==> src/rtl/cosq_pkg.sv <==
// ----------------------------------------------------------------------------
// cosq_pkg
// Shared types and constants for the co-clustering similarity query unit.
// ----------------------------------------------------------------------------
package cosq_pkg;

	localparam int POINT_W   = 6;
	localparam int ITER_W    = 6;
	localparam int LABEL_W   = 4;
	localparam int COUNT_W   = 7;
	localparam int FRAC_W    = 16;
	localparam int SIM_W     = FRAC_W + 1;
	localparam int REG_W     = 7;
	localparam int ADDR_W    = POINT_W + ITER_W;
	localparam int DEPTH     = 1 << ADDR_W;
	localparam int PADDR_W   = 3;
	localparam int PDATA_W   = 32;
	localparam int DIV_STEPS = FRAC_W;
	localparam int STEP_W    = 5;

	localparam logic [REG_W-1:0]   MAX_ITER      = REG_W'(64);
	localparam logic [REG_W-1:0]   ITER_RESET    = REG_W'(64);
	localparam logic [PADDR_W-1:0] REG_ITER_ADDR = '0;

	typedef enum logic {
		OP_WRITE = 1'b0,
		OP_QUERY = 1'b1
	} op_t;

	typedef struct packed {
		op_t                op;
		logic [POINT_W-1:0] point_a;
		logic [POINT_W-1:0] point_b;
		logic [ITER_W-1:0]  iteration;
		logic [LABEL_W-1:0] label;
	} req_t;

	typedef enum logic [2:0] {
		ST_IDLE,
		ST_READ,
		ST_DRAIN,
		ST_DIV_START,
		ST_DIV_RUN,
		ST_RESULT
	} state_t;

endpackage

==> src/rtl/cosq_front.sv <==
// ----------------------------------------------------------------------------
// cosq_front
// Accepts input requests, decodes the opcode and holds them in a two-entry
// queue for the back end.
// ----------------------------------------------------------------------------
module cosq_front (
	input  logic                                clk,
	input  logic                                arst_n,
	input  logic                                in_valid,
	output logic                                in_stall,
	input  logic                                opcode,
	input  logic [cosq_pkg::POINT_W-1:0]        point_a,
	input  logic [cosq_pkg::POINT_W-1:0]        point_b,
	input  logic [cosq_pkg::ITER_W-1:0]         iteration,
	input  logic [cosq_pkg::LABEL_W-1:0]        label,
	output logic                                q_valid,
	output cosq_pkg::req_t                      q_req,
	input  logic                                q_pop
);

	cosq_pkg::req_t entry_q [2];
	logic       wr_ptr_q;
	logic       rd_ptr_q;
	logic [1:0] fill_q;
	logic       push;
	cosq_pkg::req_t req_in;

	always_comb begin
		req_in.op        = opcode ? cosq_pkg::OP_QUERY : cosq_pkg::OP_WRITE;
		req_in.point_a   = point_a;
		req_in.point_b   = point_b;
		req_in.iteration = iteration;
		req_in.label     = label;
	end

	assign in_stall = (fill_q == 2'd2);
	assign push     = in_valid && !in_stall;
	assign q_valid  = (fill_q != 2'd0);
	assign q_req    = entry_q[rd_ptr_q];

	always_ff @(posedge clk) begin
		if (push) begin
			entry_q[wr_ptr_q] <= req_in;
		end
	end

	always_ff @(posedge clk or negedge arst_n) begin
		if (!arst_n) begin
			wr_ptr_q <= 1'b0;
			rd_ptr_q <= 1'b0;
			fill_q   <= 2'd0;
		end else begin
			if (push) begin
				wr_ptr_q <= !wr_ptr_q;
			end
			if (q_pop && q_valid) begin
				rd_ptr_q <= !rd_ptr_q;
			end
			case ({push, q_pop && q_valid})
				2'b10:   fill_q <= fill_q + 2'd1;
				2'b01:   fill_q <= fill_q - 2'd1;
				default: fill_q <= fill_q;
			endcase
		end
	end

endmodule

==> config.mk <==
export PLATFORM = sky130hd
export DESIGN_NAME = cosq_front
export DESIGN_NICKNAME = d
export VERILOG_FILES = /design/src/rtl/cosq_pkg.sv /design/src/rtl/cosq_front.sv
export SDC_FILE = /design/constraint.sdc
export NUM_CORES = 1
export LEC_CHECK = 0
export ABC_CLOCK_PERIOD_IN_PS = 3100
export BUFFER_PORTS_ARGS = -buffer_cell sky130_fd_sc_hd__buf_2
export CAP_MARGIN = 10
export CORE_UTILIZATION = 54
export CTS_BUF_LIST = sky130_fd_sc_hd__clkbuf_4 sky130_fd_sc_hd__clkbuf_8 sky130_fd_sc_hd__clkbuf_16
export CTS_CLUSTER_SIZE = 12
export DETAILED_ROUTE_END_ITERATION = 6
export GPL_TIMING_DRIVEN = 0
export PLACE_DENSITY = 0.79
export SYNTH_ARGS = -nofsm -noshare
export SYNTH_HDL_FRONTEND = slang
export SYNTH_SLANG_ARGS = --single-unit
==> constraint.sdc <==
create_clock -name clk -period 3.1 [get_ports clk]
set_input_delay 0.31 -clock clk [delete_from_list [all_inputs] [get_ports clk]]
set_output_delay 0.31 -clock clk [all_outputs]
set_load 0.01 [all_outputs]
==> impl_metrics.csv <==
group,metric,value,unit
timing,fin_crit,1850,ps
die,die_y,60.8,µm
timing,clock.fmax,541,MHz
cells_and_area,fin_cells,195,
cells_and_area,final_util,73.1,%
grt,antenna_found_initial,0,
logic_synthesis,synthXorXnorAreaFrac,2.35,%
die,start_util,59.2,%
die,coreArea,3150,µm²
setup_path,cp.depth,2,
timing,setup_tns,0,ps
logic_synthesis,synth-simple-area-share,2.08,%
clocking,ctsLongestPathBuffers,2,
drt,vias,960,
grt,grt_pass1_wl,4020,µm
cells_and_area,final_layout_size_suffix_gt1_share,57.6,%
logic_synthesis,synth_top_family_by_area,"multiplexers",
cells_and_area,syn_to_final_growth,23.5,%
min_path,hold_path_depth,1,
pwr,max-vdd-ir-drop,0.722,mV
cells_and_area,finalNetCount,178,
setup_path,ff2ff_path_depth,2,
timing,setup_viol,0,
cells_and_area,layout.cells.most_common,"buf_2",
run_status,outcome,"finished clean",
drt,wl,2790,µm
die,dieArea,3700,µm²
clocking,cts_tree,"done",
logic_synthesis,synth_top_area_cell,"edfxtp_1",
setup_path,path_cells,"nand2b_1, and3_1",
cells_and_area,final_cell_mix,"buf_2, edfxtp_1, mux2_2, clkbuf_4, dfrtp_1",
clocking,cts.clk_slew.worst_paths,130,ps
drt,vias_per_cell,4.92,
drt,ant_nets,0,
drt,drt-initial-drc-count,22,
place,globalplace.congestion,0.607,
drt,wl_met3,224,µm
timing,period_share,59.6,%
setup_path,crit_path_top_delay_cell,"and3_1",
setup_path,arrival,1840,ps
die,boundaryPins,52,
min_path,hold_class,"input pin to flop",
job,drv_cap,0,
setup_path,cp.required,3090,ps
grt,grt_max_degree,24,
drt,drt_first_pass_iters,4,
timing,final_max_slew_viol_count,0,
logic_synthesis,synth.mux.area_fraction,13.9,%
drt,drcViolationCount,0,
logic_synthesis,synth_area_per_cell,20.7,µm²
cells_and_area,antenna_cells,0,
clocking,htreeDepth,2,
timing,hold_viol,0,
setup_path,criticalPathCategory,"flop to flop",
pwr,p_per_area,916,nW/µm²
setup_path,critical-path-top-delay-family,"simple AND/OR/NAND/NOR gates",
grt,grt_pass1_vias,980,
clocking,cts-root-buf,"clkbuf_4",
logic_synthesis,yosys.area.top_type_share,74.0,%
logic_synthesis,yosysSeqAreaShare,79.4,%
logic_synthesis,syn_nets,118,
logic_synthesis,yosys_warnings,0,
die,row_count,20,
logic_synthesis,synth-seq-cells,50,
setup_path,crit_buf_inv,0,
place,io_buffers,51,
drt,wl_per_cell,14.3,µm
clocking,clk_latency,360,ps
setup_path,crit_path_start_kind,"flop",
place,hpwl,2000,µm
setup_path,worst_setup_path_end_kind,"flop",
setup_path,crit_fanout,23,
drt,wl_met1,1030,µm
pwr,leakage,0.898,nW
timing,slew_headroom,29.6,%
die,die_w,60.8,µm
grt,grt_overflow,0,
logic_synthesis,synth_area_leaders,"edfxtp_1, mux2_2, dfrtp_1, xnor2_1, buf_6",
logic_synthesis,syn_inst,90,
timing,worst_pin_slew,1060,ps
timing,fin_skew,7.83,ps
place,dp_cells,186,
drt,top_layer,"met4",
logic_synthesis,synthAdderAreaFrac,0.670,%
cells_and_area,fill_cells,207,
logic_synthesis,synthDistinctLibCells,15,
timing,timing.hold.ws,126,ps
clocking,clock-sinks,50,
grt,gr-usage-all-layers,16.3,%
setup_path,cpPeakStageDelay,870,ps
clocking,cts_buffers,5,
logic_synthesis,synth_area,1870,µm²
timing,rsz0062_at_grt,"no",
drt,route.met2.wl,1500,µm
logic_synthesis,synth_compound_gate_area_share,0,%
[sequential cells by signal, indices dropped and copies added (netlist names)]
signal,cells
entry_q,46
fill_q,2
rd_ptr_q,1
wr_ptr_q,1
[cell type report]
| class | count | area, µm² | area share [%] |
|---|---|---|---|
| Timing Repair Buffer | 53 | 280 | 12.2 |
| Tap cell | 44 | 55.1 | 2.39 |
| Clock inverter | 3 | 63.8 | 2.77 |
| Buffer | 3 | 27.5 | 1.19 |
| Inverter | 1 | 3.75 | 0.163 |
| Sequential cell | 50 | 1480 | 64.2 |
| Multi-Input combinational cell | 36 | 357 | 15.5 |
| Clock buffer | 5 | 37.5 | 1.63 |
[power by group]
group          leakage [nW]  switching (mW)  total [mW]  internal, mW
combinational         0.371           0.352       0.695         0.344
sequential            0.474          0.0508       0.979         0.928
clock                0.0528           0.188       0.437         0.249
[what timing repair did]
| action | in CTS | in global routing |
|---|---|---|
| setup buffers | 0 | 0 |
| hold buffers | 1 | 0 |
| resized for setup | 0 | 0 |
| endpoints found under the hold margin | 4 | 0 |
[per-layer routing]
metal  GRT usage [%]  up-vias
met2            30.0       38
met5               0        -
met3            6.18        4
li1                -      463
met4            9.74        0
met1            15.2      455
[cells in the mapped netlist]
library cell and instances:
ha_1 1, xnor2_1 3, mux2_2 23, buf_2 1, xor2_1 2, and2_4 1, nand2_1 1, inv_1 1
nor2_1 2, and3_1 1, buf_6 2, edfxtp_1 46, dfrtp_1 4, nand2b_1 1, or2_1 1
[kinds of logic after synthesis]
kind of cell             after synthesis
flip-flops                            50
multiplexers                          23
AND/OR/NAND/NOR                        7
XOR/XNOR                               5
buffers and inverters                  4
adder cells (fa/ha/maj)                1
[worst paths after layout]
path / startpoint / end / slack, ps
worst max register to register: fill_q[0] / entry_q[1][5] / 1250
worst max-delay path: fill_q[0] / entry_q[1][5] / 1250
worst min register to register: fill_q[1] / fill_q[1] / 510
min in group asynchronous: arst_n / fill_q[1] / 280
max in group asynchronous: arst_n / rd_ptr_q / 2710
worst min-delay path: iteration[3] / entry_q[0][7] / 130
[per-stage QoR]
| step | power [mW] | cell area, µm² | setup WS [ps] |
|---|---|---|---|
| after floorplan | 1.45 | 1870 | 1080 |
| final | 2.11 | 2310 | 1250 |
| after global placement | 1.66 | 2180 | 595 |
| after detailed placement | 1.70 | 2190 | 1250 |
| after CTS | 2.14 | 2310 | 1230 |
| after global routing | 2.22 | 2310 | 1120 |
No activity file was read; power rests on OpenSTA's default activity.
